File: src/wat_pkg.sv
// wat_pkg: shared types and constants for the window acknowledgement tracker
// depends on nothing; used by every module of the tracker

package wat_pkg;

    localparam int WINDOW       = 5;
    localparam int NUM_W        = 31;
    localparam int REM_W        = (WINDOW > 1) ? $clog2(WINDOW) : 1;
    localparam int SLOT_W       = $clog2(WINDOW + 1);
    localparam int SLOT_FIELD_W = 3;
    localparam int NIBBLE_STEPS = (NUM_W + 3) / 4;
    localparam int PAD_W        = NIBBLE_STEPS * 4;
    localparam int STEP_CNT_W   = (NIBBLE_STEPS > 1) ? $clog2(NIBBLE_STEPS) : 1;
    localparam int QUEUE_DEPTH  = 2;
    localparam int QPTR_W       = (QUEUE_DEPTH > 1) ? $clog2(QUEUE_DEPTH) : 1;
    localparam int QCNT_W       = $clog2(QUEUE_DEPTH + 1);

    localparam logic [WINDOW-1:0] FULL_MASK = '1;
    localparam logic [REM_W-1:0]  LAST_POS  = REM_W'(WINDOW - 1);

    typedef enum logic {
        KIND_ACK     = 1'b0,
        KIND_TIMEOUT = 1'b1
    } kind_t;

    typedef enum logic [1:0] {
        EV_ACCEPT    = 2'd0,
        EV_DUPLICATE = 2'd1,
        EV_RESEND    = 2'd2,
        EV_COMPLETE  = 2'd3
    } event_t;

    typedef struct packed {
        kind_t              kind;
        logic [NUM_W-1:0]   num;
        logic [REM_W-1:0]   rem;
    } entry_t;

    function automatic logic [SLOT_FIELD_W-1:0] to_slot_field(input logic [SLOT_W-1:0] v);
        logic [SLOT_W+SLOT_FIELD_W-1:0] wide;
        wide = {{SLOT_FIELD_W{1'b0}}, v};
        return wide[SLOT_FIELD_W-1:0];
    endfunction

endpackage

File: src/wat_queue.sv
// wat_queue: short fifo of classified words between front and back
// depends on wat_pkg

module wat_queue (
    input  logic            aclk,
    input  logic            aresetn,
    input  logic            push,
    input  wat_pkg::entry_t push_data,
    output logic            full,
    input  logic            pop,
    output wat_pkg::entry_t pop_data,
    output logic            empty
);

    wat_pkg::entry_t                 mem [wat_pkg::QUEUE_DEPTH];
    logic [wat_pkg::QPTR_W-1:0]      wr_ptr_reg;
    logic [wat_pkg::QPTR_W-1:0]      rd_ptr_reg;
    logic [wat_pkg::QCNT_W-1:0]      count_reg;
    logic                            do_push;
    logic                            do_pop;

    assign full     = (count_reg == wat_pkg::QCNT_W'(wat_pkg::QUEUE_DEPTH));
    assign empty    = (count_reg == '0);
    assign do_push  = push && !full;
    assign do_pop   = pop && !empty;
    assign pop_data = mem[rd_ptr_reg];

    always_ff @(posedge aclk) begin
        if (do_push) begin
            mem[wr_ptr_reg] <= push_data;
        end
    end

    always_ff @(posedge aclk) begin
        if (!aresetn) begin
            wr_ptr_reg <= '0;
            rd_ptr_reg <= '0;
            count_reg  <= '0;
        end else begin
            if (do_push) begin
                wr_ptr_reg <= (wr_ptr_reg == wat_pkg::QPTR_W'(wat_pkg::QUEUE_DEPTH - 1))
                              ? '0 : wr_ptr_reg + 1'b1;
            end
            if (do_pop) begin
                rd_ptr_reg <= (rd_ptr_reg == wat_pkg::QPTR_W'(wat_pkg::QUEUE_DEPTH - 1))
                              ? '0 : rd_ptr_reg + 1'b1;
            end
            if (do_push && !do_pop) begin
                count_reg <= count_reg + 1'b1;
            end else if (do_pop && !do_push) begin
                count_reg <= count_reg - 1'b1;
            end
        end
    end

endmodule

File: src/wat_front.sv
// wat_front: accepts input words and works out the window remainder
// of each acknowledgement, four bits a cycle; depends on wat_pkg

module wat_front (
    input  logic                       aclk,
    input  logic                       aresetn,
    input  logic                       in_valid,
    output logic                       in_ready,
    input  wat_pkg::kind_t             in_kind,
    input  logic [wat_pkg::NUM_W-1:0]  in_num,
    output logic                       push,
    output wat_pkg::entry_t            push_data,
    input  logic                       full
);

    typedef enum logic [1:0] {
        F_IDLE,
        F_DIV,
        F_PUSH
    } front_state_t;

    front_state_t                       st_reg;
    wat_pkg::kind_t                     kind_reg;
    logic [wat_pkg::NUM_W-1:0]          num_reg;
    logic [wat_pkg::PAD_W-1:0]          sh_reg;
    logic [wat_pkg::REM_W-1:0]          rem_reg;
    logic [wat_pkg::REM_W-1:0]          rem_next;
    logic [wat_pkg::STEP_CNT_W-1:0]     cnt_reg;

    // one nibble of remainder, msb first
    always_comb begin
        logic [wat_pkg::REM_W:0]   wide;
        logic [wat_pkg::REM_W-1:0] r;
        logic [3:0]                nib;
        r   = rem_reg;
        nib = sh_reg[wat_pkg::PAD_W-1 -: 4];
        for (int k = 3; k >= 0; k--) begin
            wide = {r, nib[k]};
            if (wide >= (wat_pkg::REM_W + 1)'(wat_pkg::WINDOW)) begin
                wide = wide - (wat_pkg::REM_W + 1)'(wat_pkg::WINDOW);
            end
            r = wide[wat_pkg::REM_W-1:0];
        end
        rem_next = r;
    end

    assign in_ready       = (st_reg == F_IDLE);
    assign push           = (st_reg == F_PUSH);
    assign push_data.kind = kind_reg;
    assign push_data.num  = num_reg;
    assign push_data.rem  = rem_reg;

    always_ff @(posedge aclk) begin
        if (!aresetn) begin
            st_reg <= F_IDLE;
        end else begin
            unique case (st_reg)
                F_IDLE: begin
                    if (in_valid) begin
                        kind_reg <= in_kind;
                        num_reg  <= in_num;
                        sh_reg   <= wat_pkg::PAD_W'(in_num);
                        rem_reg  <= '0;
                        cnt_reg  <= '0;
                        st_reg   <= (in_kind == wat_pkg::KIND_ACK) ? F_DIV : F_PUSH;
                    end
                end
                F_DIV: begin
                    rem_reg <= rem_next;
                    sh_reg  <= sh_reg << 4;
                    cnt_reg <= cnt_reg + 1'b1;
                    if (cnt_reg == wat_pkg::STEP_CNT_W'(wat_pkg::NIBBLE_STEPS - 1)) begin
                        st_reg <= F_PUSH;
                    end
                end
                F_PUSH: begin
                    if (!full) begin
                        st_reg <= F_IDLE;
                    end
                end
                default: begin
                    st_reg <= F_IDLE;
                end
            endcase
        end
    end

endmodule

File: src/wat_back.sv
// wat_back: slot state, duplicate check, window completion and resend scan
// drives the result register; depends on wat_pkg

module wat_back (
    input  logic            aclk,
    input  logic            aresetn,
    input  logic            empty,
    input  wat_pkg::entry_t pop_data,
    output logic            pop,
    output logic            m_tvalid,
    input  logic            m_tready,
    output logic [39:0]     m_tdata,
    output logic            m_tlast
);

    typedef enum logic [1:0] {
        B_IDLE,
        B_CHECK,
        B_DONE,
        B_SCAN
    } back_state_t;

    back_state_t                            st_reg;
    logic [wat_pkg::NUM_W-1:0]              num_reg;
    logic [wat_pkg::REM_W-1:0]              rem_reg;
    logic [wat_pkg::REM_W-1:0]              pos_reg;
    logic [wat_pkg::WINDOW-1:0]             marks_reg;
    logic [wat_pkg::NUM_W-1:0]              base_reg;
    logic [wat_pkg::NUM_W-1:0]              last_acked_reg [wat_pkg::WINDOW];

    logic                                   m_valid_reg;
    wat_pkg::event_t                        ev_reg;
    logic [wat_pkg::SLOT_FIELD_W-1:0]       slot_reg;
    logic [wat_pkg::NUM_W-1:0]              pkt_reg;
    logic                                   last_reg;

    logic                                   out_free;
    logic                                   out_load;
    logic                                   dup;
    logic [wat_pkg::SLOT_W-1:0]             ack_slot;
    logic [wat_pkg::REM_W-1:0]              mark_idx;
    logic [wat_pkg::WINDOW-1:0]             marks_next;
    logic                                   higher_open;
    logic [wat_pkg::SLOT_W-1:0]             scan_slot;
    logic [wat_pkg::NUM_W-1:0]              base_next;

    assign out_free  = !m_valid_reg || m_tready;
    assign out_load  = out_free && ((st_reg == B_CHECK) || (st_reg == B_DONE) ||
                                    ((st_reg == B_SCAN) && !marks_reg[pos_reg]));
    assign pop       = (st_reg == B_IDLE) && !empty;
    assign dup       = (last_acked_reg[rem_reg] >= num_reg);
    assign ack_slot  = (rem_reg == '0) ? wat_pkg::SLOT_W'(wat_pkg::WINDOW)
                                       : wat_pkg::SLOT_W'(rem_reg);
    assign mark_idx  = (rem_reg == '0) ? wat_pkg::LAST_POS : rem_reg - 1'b1;
    assign scan_slot = wat_pkg::SLOT_W'(pos_reg) + 1'b1;
    assign base_next = base_reg + wat_pkg::NUM_W'(wat_pkg::WINDOW);

    always_comb begin
        for (int i = 0; i < wat_pkg::WINDOW; i++) begin
            marks_next[i] = marks_reg[i] || (mark_idx == wat_pkg::REM_W'(i));
        end
    end

    // any unmarked slot beyond the scan position
    always_comb begin
        higher_open = 1'b0;
        for (int i = 0; i < wat_pkg::WINDOW; i++) begin
            if ((wat_pkg::REM_W'(i) > pos_reg) && !marks_reg[i]) begin
                higher_open = 1'b1;
            end
        end
    end

    assign m_tvalid = m_valid_reg;
    assign m_tdata  = {4'b0, pkt_reg, slot_reg, ev_reg};
    assign m_tlast  = last_reg;

    always_ff @(posedge aclk) begin
        if (!aresetn) begin
            st_reg      <= B_IDLE;
            m_valid_reg <= 1'b0;
            marks_reg   <= '0;
            base_reg    <= '0;
            for (int i = 0; i < wat_pkg::WINDOW; i++) begin
                last_acked_reg[i] <= '0;
            end
        end else begin
            if (out_load) begin
                m_valid_reg <= 1'b1;
            end else if (m_tready) begin
                m_valid_reg <= 1'b0;
            end
            unique case (st_reg)
                B_IDLE: begin
                    if (!empty) begin
                        num_reg <= pop_data.num;
                        rem_reg <= pop_data.rem;
                        pos_reg <= '0;
                        st_reg  <= (pop_data.kind == wat_pkg::KIND_ACK) ? B_CHECK : B_SCAN;
                    end
                end
                B_CHECK: begin
                    if (out_free) begin
                        slot_reg    <= wat_pkg::to_slot_field(ack_slot);
                        pkt_reg     <= num_reg;
                        if (dup) begin
                            ev_reg   <= wat_pkg::EV_DUPLICATE;
                            last_reg <= 1'b1;
                            st_reg   <= B_IDLE;
                        end else begin
                            ev_reg                  <= wat_pkg::EV_ACCEPT;
                            last_acked_reg[rem_reg] <= num_reg;
                            if (marks_next == wat_pkg::FULL_MASK) begin
                                marks_reg <= '0;
                                base_reg  <= base_next;
                                last_reg  <= 1'b0;
                                st_reg    <= B_DONE;
                            end else begin
                                marks_reg <= marks_next;
                                last_reg  <= 1'b1;
                                st_reg    <= B_IDLE;
                            end
                        end
                    end
                end
                B_DONE: begin
                    if (out_free) begin
                        ev_reg      <= wat_pkg::EV_COMPLETE;
                        slot_reg    <= '0;
                        pkt_reg     <= base_reg;
                        last_reg    <= 1'b1;
                        st_reg      <= B_IDLE;
                    end
                end
                B_SCAN: begin
                    if (marks_reg[pos_reg]) begin
                        if (pos_reg == wat_pkg::LAST_POS) begin
                            st_reg <= B_IDLE;
                        end else begin
                            pos_reg <= pos_reg + 1'b1;
                        end
                    end else if (out_free) begin
                        ev_reg      <= wat_pkg::EV_RESEND;
                        slot_reg    <= wat_pkg::to_slot_field(scan_slot);
                        pkt_reg     <= base_reg + wat_pkg::NUM_W'(scan_slot);
                        last_reg    <= !higher_open;
                        if (!higher_open) begin
                            st_reg <= B_IDLE;
                        end else begin
                            pos_reg <= pos_reg + 1'b1;
                        end
                    end
                end
                default: begin
                    st_reg <= B_IDLE;
                end
            endcase
        end
    end

`ifndef SYNTHESIS
    a_marks_never_full: assert property (@(posedge aclk) disable iff (!aresetn)
        marks_reg != wat_pkg::FULL_MASK)
        else $error("all slot marks held set");

    a_done_after_clear: assert property (@(posedge aclk) disable iff (!aresetn)
        (st_reg == B_DONE) |-> (marks_reg == '0))
        else $error("window complete pending with marks still set");

    a_pop_leaves_idle: assert property (@(posedge aclk) disable iff (!aresetn)
        pop |=> (st_reg == B_CHECK || st_reg == B_SCAN))
        else $error("popped word not taken up");

    a_complete_is_last: assert property (@(posedge aclk) disable iff (!aresetn)
        (m_valid_reg && ev_reg == wat_pkg::EV_COMPLETE) |-> last_reg)
        else $error("window complete word not marked last");
`endif

endmodule

File: src/window_ack_tracker.sv
// window_ack_tracker: acknowledgement tracker for a five-packet window
// the front takes no new word while the 8-step remainder unit works or while its last word waits for the queue
// a timeout runs the back-end scan, which visits the slots one at a time, up to five
// reset: aresetn synchronous active low clears marks, base, stored numbers and queue
// depends on wat_pkg, wat_front, wat_queue, wat_back

module window_ack_tracker (
    input  logic        aclk,
    input  logic        aresetn,
    input  logic        s_tvalid,
    output logic        s_tready,
    input  logic [31:0] s_tdata,   // ack_number[30:0], zero pad
    input  logic [0:0]  s_tuser,   // kind
    output logic        m_tvalid,
    input  logic        m_tready,
    output logic [39:0] m_tdata,   // event_res[1:0], slot[4:2], packet_number[35:5], zero pad
    output logic        m_tlast
);

    logic            push;
    logic            full;
    logic            pop;
    logic            empty;
    wat_pkg::entry_t push_data;
    wat_pkg::entry_t pop_data;

    wat_front u_front (
        .aclk      (aclk),
        .aresetn   (aresetn),
        .in_valid  (s_tvalid),
        .in_ready  (s_tready),
        .in_kind   (wat_pkg::kind_t'(s_tuser[0])),
        .in_num    (s_tdata[wat_pkg::NUM_W-1:0]),
        .push      (push),
        .push_data (push_data),
        .full      (full)
    );

    wat_queue u_queue (
        .aclk      (aclk),
        .aresetn   (aresetn),
        .push      (push),
        .push_data (push_data),
        .full      (full),
        .pop       (pop),
        .pop_data  (pop_data),
        .empty     (empty)
    );

    wat_back u_back (
        .aclk      (aclk),
        .aresetn   (aresetn),
        .empty     (empty),
        .pop_data  (pop_data),
        .pop       (pop),
        .m_tvalid  (m_tvalid),
        .m_tready  (m_tready),
        .m_tdata   (m_tdata),
        .m_tlast   (m_tlast)
    );

endmodule
File: config.mk
export PLATFORM = sky130hd
export DESIGN_NAME = window_ack_tracker
export DESIGN_NICKNAME = d
export VERILOG_FILES = /design/src/wat_pkg.sv /design/src/wat_queue.sv /design/src/wat_front.sv /design/src/wat_back.sv /design/src/window_ack_tracker.sv
export SDC_FILE = /design/constraint.sdc
export NUM_CORES = 1
export LEC_CHECK = 0
export BUFFER_PORTS_ARGS = -buffer_cell sky130_fd_sc_hd__buf_2
export CELL_PAD_IN_SITES_DETAIL_PLACEMENT = 1
export CELL_PAD_IN_SITES_GLOBAL_PLACEMENT = 1
export CORE_MARGIN = 2
export CORE_UTILIZATION = 25
export CTS_BUF_LIST = sky130_fd_sc_hd__clkbuf_4 sky130_fd_sc_hd__clkbuf_8 sky130_fd_sc_hd__clkbuf_16
export CTS_CLUSTER_SIZE = 24
export DETAILED_ROUTE_END_ITERATION = 6
export GPL_TIMING_DRIVEN = 1
export PLACE_DENSITY = 0.47
export SLEW_MARGIN = 20
export SYNTH_ARGS = -nofsm -noshare
export SYNTH_HDL_FRONTEND = slang
export SYNTH_SLANG_ARGS = --single-unit
File: constraint.sdc
create_clock -name aclk -period 18.4 [get_ports aclk]
set_input_delay 0.92 -clock aclk [delete_from_list [all_inputs] [get_ports aclk]]
set_output_delay 0.92 -clock aclk [all_outputs]
set_load 0.01 [all_outputs]
==> results.py <==
metrics = {
    "status": {
        "outcome": "completed",
    },
    "logic_synthesis": {
        "yosys-top-cells-area": "edfxtp_1, mux4_2, and2_1",
        "synth_edf_count": 462,
        "synth.most_common_cell": "edfxtp_1",
        "yosys.area.top_type": "edfxtp_1",
        "syn_area_um2": 22500,
        "syn_inst": 1583,
        "syn_area_per_cell_um2": 14.2,
        "yosys.area.top_type_share_pct": 61.6,
        "synth.cells.most_frequent": "edfxtp_1, and2_1, nand2_1, nor2_1, mux2_2",
        "ys_ff_latch": 511,
        "async_flop_share_pct": 0,
        "seq_area_frac_synth_pct": 65.9,
        "yosysWarnings": 0,
        "synth.distinct_cells": 69,
        "yosys_most_used_dff": "edfxtp_1",
    },
    "timing": {
        "setup_violations": 0,
        "fin_crit_sh_pct": 35.6,
        "fin_crit_ns": 6.55,
        "totalNegativeSetupSlack_ns": 0,
        "rsz0062_at_grt": "false",
        "finalHoldViolCount": 0,
        "fin_skew_ns": 0.0610,
        "slew_viol_final": 0,
        "tightest_slew_ns": 0.988,
        "fmax_mhz": 153,
        "layout_setup_ws_ns": 11.85,
        "timing.hold.ws_ns": 0.406,
        "slew_headroom_pct": 33.7,
    },
    "clocking": {
        "cts-buffers-inserted": 58,
        "hold_buffers": 0,
        "clk_pin_slew_worst_paths_ns": 0.06,
        "post-cts-setup-buffers": 0,
        "cts_tree": "built",
        "ctsRootBufferMaster": "clkbuf_16",
        "clk_latency_ns": 0.66,
        "clkSinkCount": 511,
        "clk_path_buf_depth": 3,
        "htreeDepth": 2,
        "post_cts_resized": 0,
    },
    "hold_path": {
        "hold_path_end": "u_queue.mem[0][27]",
        "holdCritStartpoint": "u_front.num_reg[24]",
        "worstHoldPathCells": 0,
        "hp-class": "flop to flop",
    },
    "floorplan": {
        "fp.dieH_um": 304,
        "rows": 110,
        "coreArea_um2": 89700,
        "die_area_um2": 92600,
        "die_w_um": 304,
        "initial_core_util_pct": 25.1,
        "num_io_pins": 80,
    },
    "finish": {
        "stdcell_count": 2896,
        "largest_reg_flops": 248,
        "final_util_pct": 29.4,
        "drive_above_1_share_pct": 21.1,
        "area_growth_syn_to_layout_pct": 17.1,
        "fin_nets": 1761,
    },
    "critical_path": {
        "crit_fanout": 35,
        "worst_path_max_delay_cell": "and4_2",
        "cp_cell_sequence": "buf_4, mux4_2, mux2_2, ha_1, nor2b_1, o21ai_0, a21oi_1, o21ai_0, a41o_1, and2_1, and4_2, nand2b_2, buf_4",
        "critPathKind": "flop to flop",
        "reg2reg_to": "u_back.last_acked_reg[1][28]",
        "startpoint_type": "flop",
        "critPathArrivalTime_ns": 6.81,
        "r2r_cells": 13,
        "r2r_slack_ns": 11.85,
        "slowest_delay_ns": 0.87,
        "cp.required_ns": 18.66,
        "worst_setup_path_end_kind": "flop",
    },
    "placed_design": {
        "routabilityCongestion": 0.754,
        "dpl.hpwl_mm": 39.2,
        "placed_cells": 2783,
        "post-place-ws_ns": 11.64,
        "io_buffers": 74,
    },
    "pwr": {
        "switchingPower_mw": 0.940,
        "leakage_nw": 9.25,
        "swShare_pct": 28.6,
        "power_frac_seq_pct": 44.0,
        "p_clk_share_pct": 36.4,
        "ir_worst_vdd_v": 0.0000726,
        "powerDensity_nw_per_um2": 125,
        "p_comb_share_pct": 19.6,
        "power.internal_mw": 2.35,
    },
    "global_routing": {
        "grt_pass1_wl_mm": 92.1,
        "grt_start_max_net_pins": 63,
        "grt_pass1_vias": 13900,
        "grt_overflow_total": 0,
        "antenna_found_initial": 6,
        "track_usage_pct": 13.2,
    },
    "routing": {
        "ant_nets": 0,
        "viasPerCell": 4.51,
        "drt_iter0_drc": 639,
        "wl_mm": 61.0,
        "wl_per_cell_um": 21.1,
        "dr.pass1.iters": 5,
        "drcViolationCount": 0,
        "vias": 13100,
    },
    "run": {
        "maxCapViolations": 0,
    },
}
placed cells by master (no fill, tap or decap), drive strengths merged, types with 35 or more instances in the layout:
| cell type | n |
|---|---|
| mux2 | 69 |
| mux4 | 63 |
| clkinv | 35 |
| nand2 | 155 |
| a21oi | 49 |
| o21ai | 52 |
| ha | 55 |
| dfxtp | 49 |
| inv | 60 |
| nor2 | 78 |
| clkbuf | 67 |
| and2 | 168 |
| edfxtp | 462 |
| buf | 101 |
power groups by stage:
| stage | Combinational, mW | Clock [mW] | Sequential (mW) |
|---|---|---|---|
| 2_1_floorplan | 0.429 | 0 | 1.45 |
| 3_5_place_dp | 0.662 | 0 | 1.48 |
| 6_report | 0.644 | 1.20 | 1.45 |
| 5_1_grt | 0.716 | 1.28 | 1.46 |
| 4_1_cts | 0.666 | 1.24 | 1.45 |
| 3_3_place_gp | 0.651 | 0 | 1.47 |
layout make-up:
cell class	instances	area, µm²
Sequential cell	511	14900
Clock buffer	67	1520
Tap cell	1176	1470
Timing Repair Buffer	101	609
Fill cell	9595	63300
Clock inverter	43	482
Multi-Input combinational cell	934	7210
Antenna cell	2	5.00
Inverter	62	233
per-stage QoR:
step / cell area [µm²] / power, mW
after global placement: 24300 / 2.12
after floorplan: 22500 / 1.88
after global routing: 26400 / 3.46
final: 26400 / 3.29
after CTS: 26400 / 3.36
after detailed placement: 24400 / 2.14
worst max-delay path by stage:
stage / cells past startpoint / slack [ns] / endpoint / from
floorplan: 14 / 12.36 / u_back.last_acked_reg[7][0] / flop
global placement: 13 / 11.62 / u_back.last_acked_reg[4][23] / flop
detailed placement: 13 / 11.64 / u_back.last_acked_reg[4][18] / flop
CTS: 13 / 11.61 / u_back.last_acked_reg[4][29] / flop
global route: 13 / 11.31 / u_back.last_acked_reg[1][28] / flop
finish: 13 / 11.85 / u_back.last_acked_reg[1][28] / flop
logic make-up (layout without fill, tap and decap cells):
logic type,Yosys count,in the layout,share of synthesized area [%]
AOI/OAI and AO/OA,188,188,5.39
xor gates and xnor gates,16,16,0.622
adders and majority gates,56,56,3.14
buffers and inverters,141,273,2.47
DFF,511,511,65.9
muxes,141,141,10.1
other,1,6,0.0166
and+or+nand+nor,529,529,12.3
routing by layer:
layer	routed length (µm)	vias up	GRT usage (%)
li1	-	6076	-
met1	27700	6698	17.4
met2	29600	220	22.3
met3	1990	74	1.78
met4	1740	0	4.50
met5	0	-	0
worst max-delay path, delay by kind of cell, from the launching register on:
family | cells | cell delay, ns
AO/OA/AOI/OAI | 4 | 0.98
adder cells (fa/ha/maj) | 1 | 0.29
buffers and inverters | 2 | 1.19
flip-flops | 1 | 0.79
multiplexers | 2 | 0.90
AND/OR/NAND/NOR | 4 | 2.02
No activity file was read; power rests on OpenSTA's default activity.
